===== src/rtl/core/csd_pkg.sv =====
`timescale 1ns / 1ps

package csd_pkg;

   localparam int unsigned TARGET_W    = 32;
   localparam int unsigned REF_W       = 26;
   localparam int unsigned FREQ_W      = 28;
   localparam int unsigned VCO_W       = 30;
   localparam int unsigned DIVR_W      = 10;
   localparam int unsigned K_W         = 5;
   localparam int unsigned FRAC_W      = 20;
   localparam int unsigned BC_W        = 8;
   localparam int unsigned FCNT_W      = 3;
   localparam int unsigned SUM_W       = VCO_W + 8;
   localparam int unsigned P1_W        = 18;
   localparam int unsigned P2_W        = 20;
   localparam int unsigned P3_W        = 20;

   localparam int unsigned DIVIDEND_W  = VCO_W;
   localparam int unsigned DIVISOR_W   = REF_W;
   localparam int unsigned DIV_CNT_W   = 5;

   localparam logic [TARGET_W-1:0] FREQ_MIN_HZ = TARGET_W'(1000000);
   localparam logic [TARGET_W-1:0] FREQ_MAX_HZ = TARGET_W'(200000000);
   localparam logic [VCO_W-1:0]    VCO_MIN_HZ  = VCO_W'(600000000);
   localparam logic [REF_W-1:0]    REF_RESET_HZ = REF_W'(25000000);
   localparam logic [DIVR_W-1:0]   DIV_START   = DIVR_W'(4);
   localparam logic [K_W-1:0]      K_FIRST     = K_W'(2);
   localparam logic [K_W-1:0]      K_LAST      = K_W'(19);
   localparam logic [SUM_W-1:0]    P1_OFFSET   = SUM_W'(512);
   localparam logic [SUM_W-1:0]    P1_SUM_MAX  = SUM_W'(512 + 262143);

   typedef struct packed {
      logic load;
      logic search_step;
      logic start_ref;
      logic take_ref;
      logic start_red;
      logic take_red;
      logic halve;
      logic frac_init;
      logic frac_step;
      logic load_out;
   } csd_cmd_type;

   typedef struct packed {
      logic in_bad;
      logic vco_low;
      logic div_done;
      logic red_hit;
      logic k_last;
      logic c_big;
      logic frac_last;
   } csd_sts_type;

endpackage


===== src/rtl/core/csd_div.sv =====
`timescale 1ns / 1ps

module csd_div (
   input  logic                               clock,
   input  logic                               reset,
   input  logic                               start,
   input  logic [csd_pkg::DIVIDEND_W-1:0]     dividend,
   input  logic [csd_pkg::DIVISOR_W-1:0]      divisor,
   output logic                               done,
   output logic [csd_pkg::DIVIDEND_W-1:0]     quotient,
   output logic [csd_pkg::DIVISOR_W-1:0]      remainder
);
   import csd_pkg::*;

   logic                    busy_ff, busy_in;
   logic                    done_ff, done_in;
   logic [DIV_CNT_W-1:0]    cnt_ff, cnt_in;
   logic [DIVISOR_W-1:0]    rem_ff, rem_in;
   logic [DIVIDEND_W-1:0]   quo_ff, quo_in;
   logic [DIVISOR_W-1:0]    dsr_ff, dsr_in;
   logic [DIVISOR_W:0]      trial;
   logic [DIVISOR_W:0]      diff;
   logic                    ge;
   logic                    last;

   // restoring division, one quotient bit per cycle
   assign trial = {rem_ff, quo_ff[DIVIDEND_W-1]};
   assign ge    = trial >= {1'b0, dsr_ff};
   assign diff  = trial - {1'b0, dsr_ff};
   assign last  = cnt_ff == DIV_CNT_W'(DIVIDEND_W - 1);

   always_comb begin
      busy_in = busy_ff;
      done_in = 1'b0;
      cnt_in  = cnt_ff;
      rem_in  = rem_ff;
      quo_in  = quo_ff;
      dsr_in  = dsr_ff;
      if (start) begin
         busy_in = 1'b1;
         cnt_in  = '0;
         rem_in  = '0;
         quo_in  = dividend;
         dsr_in  = divisor;
      end else if (busy_ff) begin
         rem_in = ge ? diff[DIVISOR_W-1:0] : trial[DIVISOR_W-1:0];
         quo_in = {quo_ff[DIVIDEND_W-2:0], ge};
         cnt_in = cnt_ff + DIV_CNT_W'(1);
         if (last) begin
            busy_in = 1'b0;
            done_in = 1'b1;
         end
      end
   end

   always_ff @(posedge clock) begin
      if (reset) begin
         busy_ff <= 1'b0;
         done_ff <= 1'b0;
         cnt_ff  <= '0;
      end else begin
         busy_ff <= busy_in;
         done_ff <= done_in;
         cnt_ff  <= cnt_in;
      end
   end

   always_ff @(posedge clock) begin
      rem_ff <= rem_in;
      quo_ff <= quo_in;
      dsr_ff <= dsr_in;
   end

   assign done      = done_ff;
   assign quotient  = quo_ff;
   assign remainder = rem_ff;

endmodule


===== src/rtl/core/csd_dpath.sv =====
`timescale 1ns / 1ps

module csd_dpath (
   input  logic                               clock,
   input  logic                               reset,
   input  csd_pkg::csd_cmd_type               cmd,
   output csd_pkg::csd_sts_type               sts,
   input  logic [csd_pkg::REF_W-1:0]          reference_hz,
   input  logic [csd_pkg::TARGET_W-1:0]       target_hz,
   output logic                               output_enabled,
   output logic [csd_pkg::P1_W-1:0]           pll_p1,
   output logic [csd_pkg::P2_W-1:0]           pll_p2,
   output logic [csd_pkg::P3_W-1:0]           pll_p3,
   output logic [csd_pkg::P1_W-1:0]           out_div_p1,
   output logic                               out_div_by_four
);
   import csd_pkg::*;

   logic                    bad_ff;
   logic [FREQ_W-1:0]       f_ff;
   logic [VCO_W-1:0]        vco_ff;
   logic [DIVR_W-1:0]       div_ff;
   logic [VCO_W-1:0]        a_ff;
   logic [REF_W-1:0]        b_ff;
   logic [REF_W-1:0]        c_ff;
   logic [K_W-1:0]          k_ff;
   logic [FRAC_W:0]         r_ff;
   logic [BC_W-1:0]         bc_ff;
   logic [FCNT_W-1:0]       fcnt_ff;

   logic                    en_ff;
   logic [P1_W-1:0]         p1_ff;
   logic [P2_W-1:0]         p2_ff;
   logic [P3_W-1:0]         p3_ff;
   logic [P1_W-1:0]         odp1_ff;
   logic                    by4_ff;

   logic [DIVIDEND_W-1:0]   l0_dividend, l1_dividend;
   logic [DIVISOR_W-1:0]    l0_divisor, k_divisor;
   logic                    l0_done, l1_done;
   logic [DIVIDEND_W-1:0]   l0_quo, l1_quo;
   logic [DIVISOR_W-1:0]    l0_rem, l1_rem;

   logic [FRAC_W:0]         f_trial;
   logic [FRAC_W:0]         f_diff;
   logic                    f_ge;
   logic [SUM_W-1:0]        p1_sum;
   logic [SUM_W-1:0]        p1_off;
   logic                    ok;
   logic [DIVR_W:0]         div_less4;

   assign k_divisor   = {{(DIVISOR_W-K_W){1'b0}}, k_ff};
   assign l0_dividend = cmd.start_red ? {{(DIVIDEND_W-REF_W){1'b0}}, b_ff} : vco_ff;
   assign l0_divisor  = cmd.start_red ? k_divisor : reference_hz;
   assign l1_dividend = {{(DIVIDEND_W-REF_W){1'b0}}, c_ff};

   // lane 0 handles vco/ref and b/k, lane 1 runs c/k alongside
   // both lanes always start together so they finish on the same cycle
   csd_div u_div0 (
      .clock     (clock),
      .reset     (reset),
      .start     (cmd.start_ref | cmd.start_red),
      .dividend  (l0_dividend),
      .divisor   (l0_divisor),
      .done      (l0_done),
      .quotient  (l0_quo),
      .remainder (l0_rem)
   );

   csd_div u_div1 (
      .clock     (clock),
      .reset     (reset),
      .start     (cmd.start_ref | cmd.start_red),
      .dividend  (l1_dividend),
      .divisor   (k_divisor),
      .done      (l1_done),
      .quotient  (l1_quo),
      .remainder (l1_rem)
   );

   // first fraction step compares without doubling so that b == c gives 128
   assign f_trial = (fcnt_ff == '0) ? r_ff : {r_ff[FRAC_W-1:0], 1'b0};
   assign f_ge    = f_trial >= {1'b0, c_ff[FRAC_W-1:0]};
   assign f_diff  = f_trial - {1'b0, c_ff[FRAC_W-1:0]};

   assign p1_sum    = {1'b0, a_ff, 7'b0} + {{(SUM_W-BC_W){1'b0}}, bc_ff};
   assign p1_off    = p1_sum - P1_OFFSET;
   assign ok        = !bad_ff && (p1_sum >= P1_OFFSET) && (p1_sum <= P1_SUM_MAX);
   assign div_less4 = {1'b0, div_ff} - {1'b0, DIV_START};

   always_comb begin
      sts.in_bad    = (target_hz < FREQ_MIN_HZ) || (target_hz > FREQ_MAX_HZ)
                      || (reference_hz == '0);
      sts.vco_low   = vco_ff < VCO_MIN_HZ;
      sts.div_done  = l0_done & l1_done;
      sts.red_hit   = (l0_rem == '0) && (l1_rem == '0);
      sts.k_last    = k_ff == K_LAST;
      sts.c_big     = |c_ff[REF_W-1:FRAC_W];
      sts.frac_last = fcnt_ff == FCNT_W'(BC_W - 1);
   end

   always_ff @(posedge clock) begin
      if (cmd.load) begin
         bad_ff <= sts.in_bad;
         f_ff   <= target_hz[FREQ_W-1:0];
         vco_ff <= {target_hz[FREQ_W-1:0], 2'b00};
         div_ff <= DIV_START;
      end
      if (cmd.search_step) begin
         vco_ff <= vco_ff + {1'b0, f_ff, 1'b0};
         div_ff <= div_ff + DIVR_W'(2);
      end
      if (cmd.take_ref) begin
         a_ff <= l0_quo;
         b_ff <= l0_rem;
         c_ff <= reference_hz;
         k_ff <= K_FIRST;
      end
      if (cmd.take_red) begin
         if (sts.red_hit) begin
            b_ff <= l0_quo[REF_W-1:0];
            c_ff <= l1_quo[REF_W-1:0];
         end else begin
            k_ff <= k_ff + K_W'(1);
         end
      end
      if (cmd.halve) begin
         b_ff <= {1'b0, b_ff[REF_W-1:1]};
         c_ff <= {1'b0, c_ff[REF_W-1:1]};
      end
      if (cmd.frac_init) begin
         r_ff    <= {1'b0, b_ff[FRAC_W-1:0]};
         bc_ff   <= '0;
         fcnt_ff <= '0;
      end
      if (cmd.frac_step) begin
         r_ff    <= f_ge ? f_diff : f_trial;
         bc_ff   <= {bc_ff[BC_W-2:0], f_ge};
         fcnt_ff <= fcnt_ff + FCNT_W'(1);
      end
   end

   always_ff @(posedge clock) begin
      if (cmd.load_out) begin
         en_ff   <= ok;
         p1_ff   <= ok ? p1_off[P1_W-1:0] : '0;
         p2_ff   <= ok ? r_ff[P2_W-1:0] : '0;
         p3_ff   <= ok ? c_ff[P3_W-1:0] : '0;
         odp1_ff <= ok ? P1_W'({div_less4, 7'b0}) : '0;
         by4_ff  <= ok && (div_ff == DIV_START);
      end
   end

   assign output_enabled  = en_ff;
   assign pll_p1          = p1_ff;
   assign pll_p2          = p2_ff;
   assign pll_p3          = p3_ff;
   assign out_div_p1      = odp1_ff;
   assign out_div_by_four = by4_ff;

endmodule


===== src/rtl/core/csd_ctrl.sv =====
`timescale 1ns / 1ps

module csd_ctrl (
   input  logic                   clock,
   input  logic                   reset,
   input  logic                   req_valid,
   output logic                   req_stall,
   output logic                   rsp_valid,
   input  logic                   rsp_stall,
   output csd_pkg::csd_cmd_type   cmd,
   input  csd_pkg::csd_sts_type   sts
);
   import csd_pkg::*;

   localparam logic [3:0] ST_IDLE    = 4'd0;
   localparam logic [3:0] ST_SEARCH  = 4'd1;
   localparam logic [3:0] ST_WAITREF = 4'd2;
   localparam logic [3:0] ST_REDUCE  = 4'd3;
   localparam logic [3:0] ST_WAITRED = 4'd4;
   localparam logic [3:0] ST_HALVE   = 4'd5;
   localparam logic [3:0] ST_FRAC    = 4'd6;
   localparam logic [3:0] ST_OUT     = 4'd7;

   logic [3:0] state_ff, state_in;
   logic       rvalid_ff, rvalid_in;
   logic       slot_free;

   assign slot_free = !rvalid_ff || !rsp_stall;

   always_comb begin
      state_in = state_ff;
      cmd      = '0;
      case (state_ff)
         ST_IDLE: begin
            if (req_valid) begin
               cmd.load = 1'b1;
               state_in = sts.in_bad ? ST_OUT : ST_SEARCH;
            end
         end
         ST_SEARCH: begin
            if (sts.vco_low) begin
               cmd.search_step = 1'b1;
            end else begin
               cmd.start_ref = 1'b1;
               state_in      = ST_WAITREF;
            end
         end
         ST_WAITREF: begin
            if (sts.div_done) begin
               cmd.take_ref = 1'b1;
               state_in     = ST_REDUCE;
            end
         end
         ST_REDUCE: begin
            cmd.start_red = 1'b1;
            state_in      = ST_WAITRED;
         end
         ST_WAITRED: begin
            if (sts.div_done) begin
               cmd.take_red = 1'b1;
               state_in     = (!sts.red_hit && sts.k_last) ? ST_HALVE : ST_REDUCE;
            end
         end
         ST_HALVE: begin
            if (sts.c_big) begin
               cmd.halve = 1'b1;
            end else begin
               cmd.frac_init = 1'b1;
               state_in      = ST_FRAC;
            end
         end
         ST_FRAC: begin
            cmd.frac_step = 1'b1;
            if (sts.frac_last) begin
               state_in = ST_OUT;
            end
         end
         ST_OUT: begin
            if (slot_free) begin
               cmd.load_out = 1'b1;
               state_in     = ST_IDLE;
            end
         end
         default: begin
            state_in = ST_IDLE;
         end
      endcase
   end

   always_comb begin
      rvalid_in = rvalid_ff;
      if (cmd.load_out) begin
         rvalid_in = 1'b1;
      end else if (!rsp_stall) begin
         rvalid_in = 1'b0;
      end
   end

   always_ff @(posedge clock) begin
      if (reset) begin
         state_ff  <= ST_IDLE;
         rvalid_ff <= 1'b0;
      end else begin
         state_ff  <= state_in;
         rvalid_ff <= rvalid_in;
      end
   end

   assign req_stall = state_ff != ST_IDLE;
   assign rsp_valid = rvalid_ff;

endmodule


===== src/rtl/core/clock_synth_divider_calc.sv =====
`timescale 1ns / 1ps
// channel   direction  handshake              payload
// req       in         req_valid / req_stall  req_target_hz
// rsp       out        rsp_valid / rsp_stall  rsp_output_enabled .. rsp_out_div_by_four
// csr       in/out     psel penable pwrite    paddr pwdata prdata pready (reference_hz at 0)
//
// one item at a time; an out-of-range target goes from its beat straight to the output state.
// in-range items: up to 298 search steps, a serial division of vco by reference,
// then a serial division per trial of a factor (at most 43 trials), up to 6
// halvings and 8 fraction steps.
// reset is synchronous and loads reference_hz with 25 MHz.
// a stalled result holds in the output register; the next req beat is taken meanwhile.

module clock_synth_divider_calc (
   input  logic                               clock,
   input  logic                               reset,
   input  logic                               req_valid,
   output logic                               req_stall,
   input  logic [csd_pkg::TARGET_W-1:0]       req_target_hz,
   output logic                               rsp_valid,
   input  logic                               rsp_stall,
   output logic                               rsp_output_enabled,
   output logic [csd_pkg::P1_W-1:0]           rsp_pll_p1,
   output logic [csd_pkg::P2_W-1:0]           rsp_pll_p2,
   output logic [csd_pkg::P3_W-1:0]           rsp_pll_p3,
   output logic [csd_pkg::P1_W-1:0]           rsp_out_div_p1,
   output logic                               rsp_out_div_by_four,
   input  logic                               psel,
   input  logic                               penable,
   input  logic                               pwrite,
   input  logic [2:0]                         paddr,
   input  logic [31:0]                        pwdata,
   output logic [31:0]                        prdata,
   output logic                               pready
);
   import csd_pkg::*;

   logic [REF_W-1:0] ref_ff, ref_in;
   csd_cmd_type      cmd;
   csd_sts_type      sts;

   // word decode, byte offset bits are ignored
   always_comb begin
      ref_in = ref_ff;
      if (psel && penable && pwrite && !paddr[2]) begin
         ref_in = pwdata[REF_W-1:0];
      end
   end

   always_ff @(posedge clock) begin
      if (reset) begin
         ref_ff <= REF_RESET_HZ;
      end else begin
         ref_ff <= ref_in;
      end
   end

   assign prdata = paddr[2] ? 32'd0 : {{(32-REF_W){1'b0}}, ref_ff};
   assign pready = 1'b1;

   csd_ctrl u_ctrl (
      .clock     (clock),
      .reset     (reset),
      .req_valid (req_valid),
      .req_stall (req_stall),
      .rsp_valid (rsp_valid),
      .rsp_stall (rsp_stall),
      .cmd       (cmd),
      .sts       (sts)
   );

   csd_dpath u_dpath (
      .clock           (clock),
      .reset           (reset),
      .cmd             (cmd),
      .sts             (sts),
      .reference_hz    (ref_ff),
      .target_hz       (req_target_hz),
      .output_enabled  (rsp_output_enabled),
      .pll_p1          (rsp_pll_p1),
      .pll_p2          (rsp_pll_p2),
      .pll_p3          (rsp_pll_p3),
      .out_div_p1      (rsp_out_div_p1),
      .out_div_by_four (rsp_out_div_by_four)
   );

endmodule

===== config.mk =====
export PLATFORM = sky130hd
export DESIGN_NAME = clock_synth_divider_calc
export DESIGN_NICKNAME = d
export VERILOG_FILES = /design/src/rtl/core/csd_pkg.sv /design/src/rtl/core/csd_div.sv /design/src/rtl/core/csd_dpath.sv /design/src/rtl/core/csd_ctrl.sv /design/src/rtl/core/clock_synth_divider_calc.sv
export SDC_FILE = /design/constraint.sdc
export NUM_CORES = 1
export LEC_CHECK = 0
export ABC_AREA = 1
export BUFFER_PORTS_ARGS = -buffer_cell sky130_fd_sc_hd__buf_2
export CORE_MARGIN = 3
export CORE_UTILIZATION = 66
export CTS_CLUSTER_DIAMETER = 200
export DETAILED_ROUTE_END_ITERATION = 6
export PLACE_DENSITY = 0.86
export SLEW_MARGIN = 20
export SYNTH_ARGS = -nofsm -noshare
export SYNTH_HDL_FRONTEND = slang
export SYNTH_SLANG_ARGS = --single-unit

===== constraint.sdc =====
create_clock -name clock -period 11.7 [get_ports clock]
set_clock_uncertainty 0.1 [all_clocks]
set_input_delay 0 -clock clock [delete_from_list [all_inputs] [get_ports clock]]
set_output_delay 0 -clock clock [all_outputs]
set_load 0.01 [all_outputs]

# ---- Word-level counts from Yosys, hierarchy flattened
# Index checks and enable logic that the tools add are counted.
dict set report op_classes {
  addsub 12
  magnitude_cmp 8
  eq_ne 20
  n_mux 67
  bitwise_logic 4
  reduce_logical 31
}
# op count
set op_table {}
lappend op_table {{26-bit two-way mux} 11}
lappend op_table {{30-bit two-way mux} 5}
lappend op_table {{21-bit two-way mux} 4}
lappend op_table {{26-bit zero test} 3}
lappend op_table {{25-bit two-way mux} 2}
lappend op_table {{37-bit by 8-bit adder with 38-bit output} 1}
lappend op_table {{38-bit by 10-bit greater-or-equal comparator with 1-bit output, second input constant} 1}
lappend op_table {{38-bit by 19-bit <= comparator with 1-bit output, second input constant} 1}
lappend op_table {{32-bit by 28-bit greater-than comparator with 1-bit output, second input constant} 1}
lappend op_table {{32-bit by 20-bit < comparator with 1-bit output, second input constant} 1}
lappend op_table {{4-bit case mux with 8 select lines} 1}
lappend op_table {{30-bit by 29-bit adder with 30-bit output} 1}
lappend op_table {{30-bit < comparator, second input constant} 1}
lappend op_table {{4-bit two-way mux} 7}
lappend op_table {{27-bit by 26-bit greater-or-equal comparator with 1-bit output} 1}
lappend op_table {{27-bit by 5-bit greater-or-equal comparator with 1-bit output} 1}
lappend op_table {{26-bit subtractor} 1}
lappend op_table {{26-bit by 5-bit subtractor with 26-bit output} 1}
lappend op_table {{1-bit two-way mux} 23}
lappend op_table {{21-bit by 20-bit greater-or-equal comparator with 1-bit output} 1}
lappend op_table {{21-bit by 20-bit subtractor with 21-bit output} 1}
lappend op_table {{10-bit two-way mux} 2}
lappend op_table {{5-bit two-way mux} 4}
lappend op_table {{18-bit by 10-bit subtractor with 18-bit output, second input constant} 1}
lappend op_table {{other kinds (29)} 66}
dict set report word_totals {
  register_bits 454
  elab_cells 179
}

# ---- Depth between registers and ports, before layout
dict set report depth {
  word_depth 7
  ltp_mapped 18
  depth_no_buf 16
}

# ---- Hierarchy
# A second synthesis with hierarchy kept.
dict set report unflattened {
  cells_unflattened 3900
  hier_area_um2 28802.6
}
# module n_inst cells_each area_per_inst_um2
set by_module_without_submodules {}
lappend by_module_without_submodules {csd_dpath 1 1984 15496.1}
lappend by_module_without_submodules {{csd_div (u_dpath.u_div1)} 1 817 5739.3}
lappend by_module_without_submodules {{csd_div (u_dpath.u_div0)} 1 813 5720.5}
lappend by_module_without_submodules {clock_synth_divider_calc 1 212 1390.1}
lappend by_module_without_submodules {csd_ctrl 1 74 456.7}

# ---- Worst setup path after synthesis
# Ideal clock, no wire load.
dict set report synth_timing {
  path_kind {reg2reg}
  startpoint {register u_ctrl.state_ff[2]}
  endpoint {register u_dpath.by4_ff (netlist: u_dpath.out_div_by_four), enable pin}
  arrival_time_ns 3.942
  t_required_ns 11.079
  path_slack_ns 7.137
  path_stages_with_launch 3
  n_path_buf 0
  synth_period_minus_slack_ns 4.563
  path_cell_list {dfxtp_1 nand3_1 a21oi_1}
}
# item line
set synth_rtl {}
lappend synth_rtl {{start: declaration} csd_ctrl.sv:24} ;# logic [3:0] state_ff, state_in;
lappend synth_rtl {{start signal: assignment} csd_ctrl.sv:104} ;# state_ff <= state_in;
lappend synth_rtl {{end signal: assignment} csd_dpath.sv:150} ;# by4_ff <= ok && (div_ff == DIV_START);
lappend synth_rtl {{end: declaration} csd_dpath.sv:36} ;# logic by4_ff;

# ---- Worst setup path after layout
dict set report layout_timing {
  startpoint {register u_dpath.fcnt_ff[0]}
  endpoint {register u_dpath.r_ff[19], data pin}
}
dict set report layout_between {
  elab_chain_len 5
  elab_cells_between_ends 6
  cone_classes {add/sub: 1; order compare: 1; mux: 3; reduce/logical: 1}
}
# item line
set layout_rtl {}
lappend layout_rtl {{start: declaration} csd_dpath.sv:29} ;# logic [FCNT_W-1:0] fcnt_ff;
lappend layout_rtl {{start signal: assignment} csd_dpath.sv:139} ;# fcnt_ff <= fcnt_ff + FCNT_W'(1);
lappend layout_rtl {{3-bit zero test (*)} csd_dpath.sv:82} ;# assign f_trial = (fcnt_ff == '0) ? r_ff : {r_ff[FRAC_W-1:0], 1'b0};
lappend layout_rtl {{21-bit two-way mux (*)} csd_dpath.sv:82}
lappend layout_rtl {{21-bit by 20-bit subtractor with 21-bit output or 21-bit by 20-bit greater-or-equal comparator with 1-bit output (tied branches)} {csd_dpath.sv:84, csd_dpath.sv:83}}
lappend layout_rtl {{21-bit two-way mux (*)} csd_dpath.sv:137} ;# r_ff <= f_ge ? f_diff : f_trial;
lappend layout_rtl {{21-bit two-way mux (*)} csd_dpath.sv:136} ;# if (cmd.frac_step) begin
lappend layout_rtl {{end signal: assignment} csd_dpath.sv:132} ;# r_ff <= {1'b0, b_ff[FRAC_W-1:0]};
lappend layout_rtl {{end signal: assignment} csd_dpath.sv:137}
lappend layout_rtl {{end: declaration} csd_dpath.sv:27} ;# logic [FRAC_W:0] r_ff;
# Mark *: on every way between the ends. The rest lies on a longest branch, timed or not.
# A chain may end at the register's enable or synchronous reset.

==> impl_metrics.py <==
metrics = {
    "run_status": {
        "status": "finished clean",
    },
    "drt": {
        "viasPerCell": 5.95,
        "wl_mm": 74.6,
        "first_iter_violations": 2406,
        "drc": 0,
        "drtAntennaViolNets": 0,
        "vias": 23500,
        "firstDrtPassIters": 6,
        "wl_per_cell_um": 18.9,
    },
    "power_and_ir_drop": {
        "leakagePower_nw": 12.8,
        "peakVddDrop_mv": 0.243,
        "intPower_mw": 4.02,
        "clkPwrFrac_pct": 23.7,
        "sequentialPowerShare_pct": 37.2,
        "powerDensity_mw_per_mm2": 236,
        "switchingPower_mw": 2.80,
        "p_comb_share_pct": 39.2,
        "total_power_mw": 6.82,
        "switching_share_pct": 41.0,
    },
    "worst_setup_path": {
        "cp-endpoint": "u_dpath.r_ff[19]",
        "arrival_ns": 4.89,
        "timing.rr.end": "u_dpath.r_ff[19]",
        "worstSetupEndpointType": "flop",
        "rrSetupSlack_ns": 7.05,
        "cp_max_fo": 40,
        "crit_type": "flop to flop",
        "r2r_start": "u_dpath.fcnt_ff[0]",
        "crit_path_start_kind": "flop",
        "required_ns": 11.94,
        "crit_start": "u_dpath.fcnt_ff[0]",
        "reg2reg_depth": 15,
    },
    "placed_design": {
        "place_congestion": 0.990,
        "placed_area_mm2": 0.0265,
        "portBuffers": 163,
        "dp_hpwl_mm": 52.9,
        "place_ws_ns": 6.82,
    },
    "timing": {
        "fin_crit_ns": 4.65,
        "timing.final.crit_share_pct": 39.7,
        "fmax_mhz": 215,
        "slew_headroom_pct": 31.1,
        "hold_violations": 0,
        "setup_tns_ns": 0,
        "tightestPinTransition_ns": 1.03,
        "rsz0062_at_grt": "false",
        "setup_viol": 0,
        "slew_viol_final": 0,
        "worst_slack_ns": 7.05,
    },
    "cts": {
        "cts_resized": 0,
        "clock-sinks": 443,
        "postCtsHoldBufs": 67,
        "clk_pin_slew_ns": 0.06,
        "cts-root-buf": "clkbuf_16",
        "cts_tree": "done",
        "cts_buffer_depth": 3,
        "numCtsBuffers": 47,
        "cts_setup_buffers": 0,
        "htreeDepth": 2,
        "clock_latency_ns": 0.60,
    },
    "yosys": {
        "yosysSeqAreaShare_pct": 46.1,
        "ys_types": 45,
        "synth_area_mm2": 0.0254,
        "synth_area_per_cell_um2": 7.93,
        "synth_flop_cell": "edfxtp_1",
        "synthCells": 3207,
        "ys.warnings.count": 0,
        "ys_seq_elements": 443,
        "asyncSetResetFlopFracSynth_pct": 0,
        "synth_edf_count": 286,
    },
    "cells_and_area": {
        "syn_to_final_growth_pct": 13.6,
        "drive_gt1_share_pct": 10.3,
        "fin_area_mm2": 0.0289,
        "utilization_pct": 76.3,
        "num-nets-final": 3568,
    },
    "grt": {
        "grt_pass1_wl_mm": 117,
        "grtUsageTotal_pct": 35.8,
        "antenna_found_initial": 1,
        "grt_pass1_vias": 22100,
        "grt_max_degree": 100,
        "grt-ovfl-total": 0,
    },
    "die": {
        "rows": 71,
        "fp.dieW_um": 202,
        "die_area_mm2": 0.0409,
        "die_h_um": 202,
        "start_util_pct": 67.2,
        "io_pins": 187,
        "design.core.area_mm2": 0.0378,
    },
    "min_path": {
        "holdCritStartpoint": "req_target_hz[2]",
        "hold_path_class": "primary input to flop",
    },
    "flow_run": {
        "maxCapViolCount": 0,
    },
}
## worst min-delay path by stage
| stage | end | slack (ns) | cells after the start |
|---|---|---|---|
| 4_1_cts | u_dpath.f_ff[3] | 0.01 | 2 |
| 3_3_place_gp | u_dpath.f_ff[13] | 0.1 | 1 |
| 3_5_place_dp | u_dpath.f_ff[13] | 0.11 | 1 |
| 2_1_floorplan | u_ctrl.rsp_valid | -0.03 | 1 |
| 5_1_grt | u_dpath.f_ff[2] | 0.06 | 2 |
| 6_report | u_dpath.f_ff[2] | 0.05 | 2 |
## cells by family (layout without fill, tap and decap cells)
family / count (synthesis) / in the layout / synth area share, %
XOR/XNOR: 104 / 104 / 3.61
AO/OA/AOI/OAI: 592 / 592 / 13.1
other: 2 / 16 / 0.0295
buffers and inverters: 498 / 712 / 7.87
AND/OR/NAND/NOR: 1469 / 1469 / 24.3
adder cells (fa/ha/maj): 99 / 99 / 4.99
flip-flops: 443 / 443 / 46.1
## power groups by stage
stage          Sequential [mW]  Combinational, mW  Clock (mW)
6_report                  2.53               2.67        1.61
5_1_grt                   2.56               2.98        1.68
4_1_cts                   2.51               2.60        1.62
3_5_place_dp              2.54               2.55           0
3_3_place_gp              2.52               2.48           0
2_1_floorplan             2.41               1.92           0
## placed cells by master (no fill, tap or decap), types with 57 or more instances in the layout
master | Yosys | routed
nand2_1 | 798 | 792
inv_1 | 372 | 370
nor2_1 | 334 | 332
o21ai_0 | 290 | 288
edfxtp_1 | 286 | 286
buf_2 | 14 | 163
dfxtp_1 | 157 | 157
a21oi_1 | 133 | 132
nand3_1 | 124 | 123
ha_1 | 95 | 95
o211ai_1 | 85 | 85
dlygate4sd3_1 | 0 | 67
nor3_1 | 57 | 57
## cell type report
class	instances	area (um^2)
tap	511	639
clock inverter	34	423
fill	2747	8980
sequential	443	11700
clock buffer	54	1230
antenna	1	2.50
multi-input combinational	2279	11800
inverter	375	1410
timing repair buffer	249	1630
## critical path, stage by stage, from the launching register on
cell and delay (ns):
edfxtp_1 0.42, inv_1 0.09, ha_1 0.20, nand2_2 0.37, o21ai_0 0.64, ha_1 0.36, nand3_1 0.09, nand2_1 0.13
a21boi_1 0.27, o21ai_0 0.29, nand3_1 0.30, nand3_2 0.59, nand2_1 0.34, nand2_1 0.07, o21ai_0 0.08, nand2_1 0.06
## state kept, by name, summed over array words and instances (netlist names), 26 cells and up
register	cells
u_dpath.u_div0.remainder	26
u_dpath.u_div1.quotient	30
u_dpath.u_div0.dsr_ff	26
u_dpath.vco_ff	29
ref_ff	26
u_dpath.c_ff	26
u_dpath.b_ff	26
u_dpath.u_div1.remainder	26
u_dpath.a_ff	30
u_dpath.u_div0.quotient	30
u_dpath.f_ff	28
## Yosys cell counts (all sizes together) (4+ instances only)
cell type / n / area (um^2)
a21boi: 5 / 37.5
a21o: 9 / 67.6
a21oi: 133 / 666
a31oi: 32 / 200
buf: 42 / 288
clkbuf: 81 / 304
dfxtp: 157 / 3140
edfxtp: 286 / 8590
fa: 4 / 80.1
ha: 95 / 1190
inv: 372 / 1400
nand2: 802 / 3020
nand3: 126 / 641
nand3b: 8 / 60.1
nand4: 43 / 269
nor2: 391 / 1630
nor3: 58 / 295
nor4: 22 / 138
o211ai: 85 / 638
o21ai: 290 / 1450
o21bai: 9 / 67.6
o22ai: 17 / 106
or2: 14 / 87.6
xnor2: 49 / 437
xor2: 55 / 482
## stage by stage
stage	instances	hold slack (ns)
final	3946	0.0543
after global routing	3946	0.0592
after CTS	3945	0.0102
after detailed placement	3790	0.110
after global placement	3790	0.0964
after floorplan	3220	-0.0309
## routing by layer
layer  GRT usage, %  share of wire, %  vias to the layer above
met5              0                 0                        -
met4           14.6               4.3                        0
met3           6.17               9.8                      239
met2           57.5                46                     1277
met1           48.6                40                    10900
li1               -                 -                    11100
No activity file was read; power rests on OpenSTA's default activity.
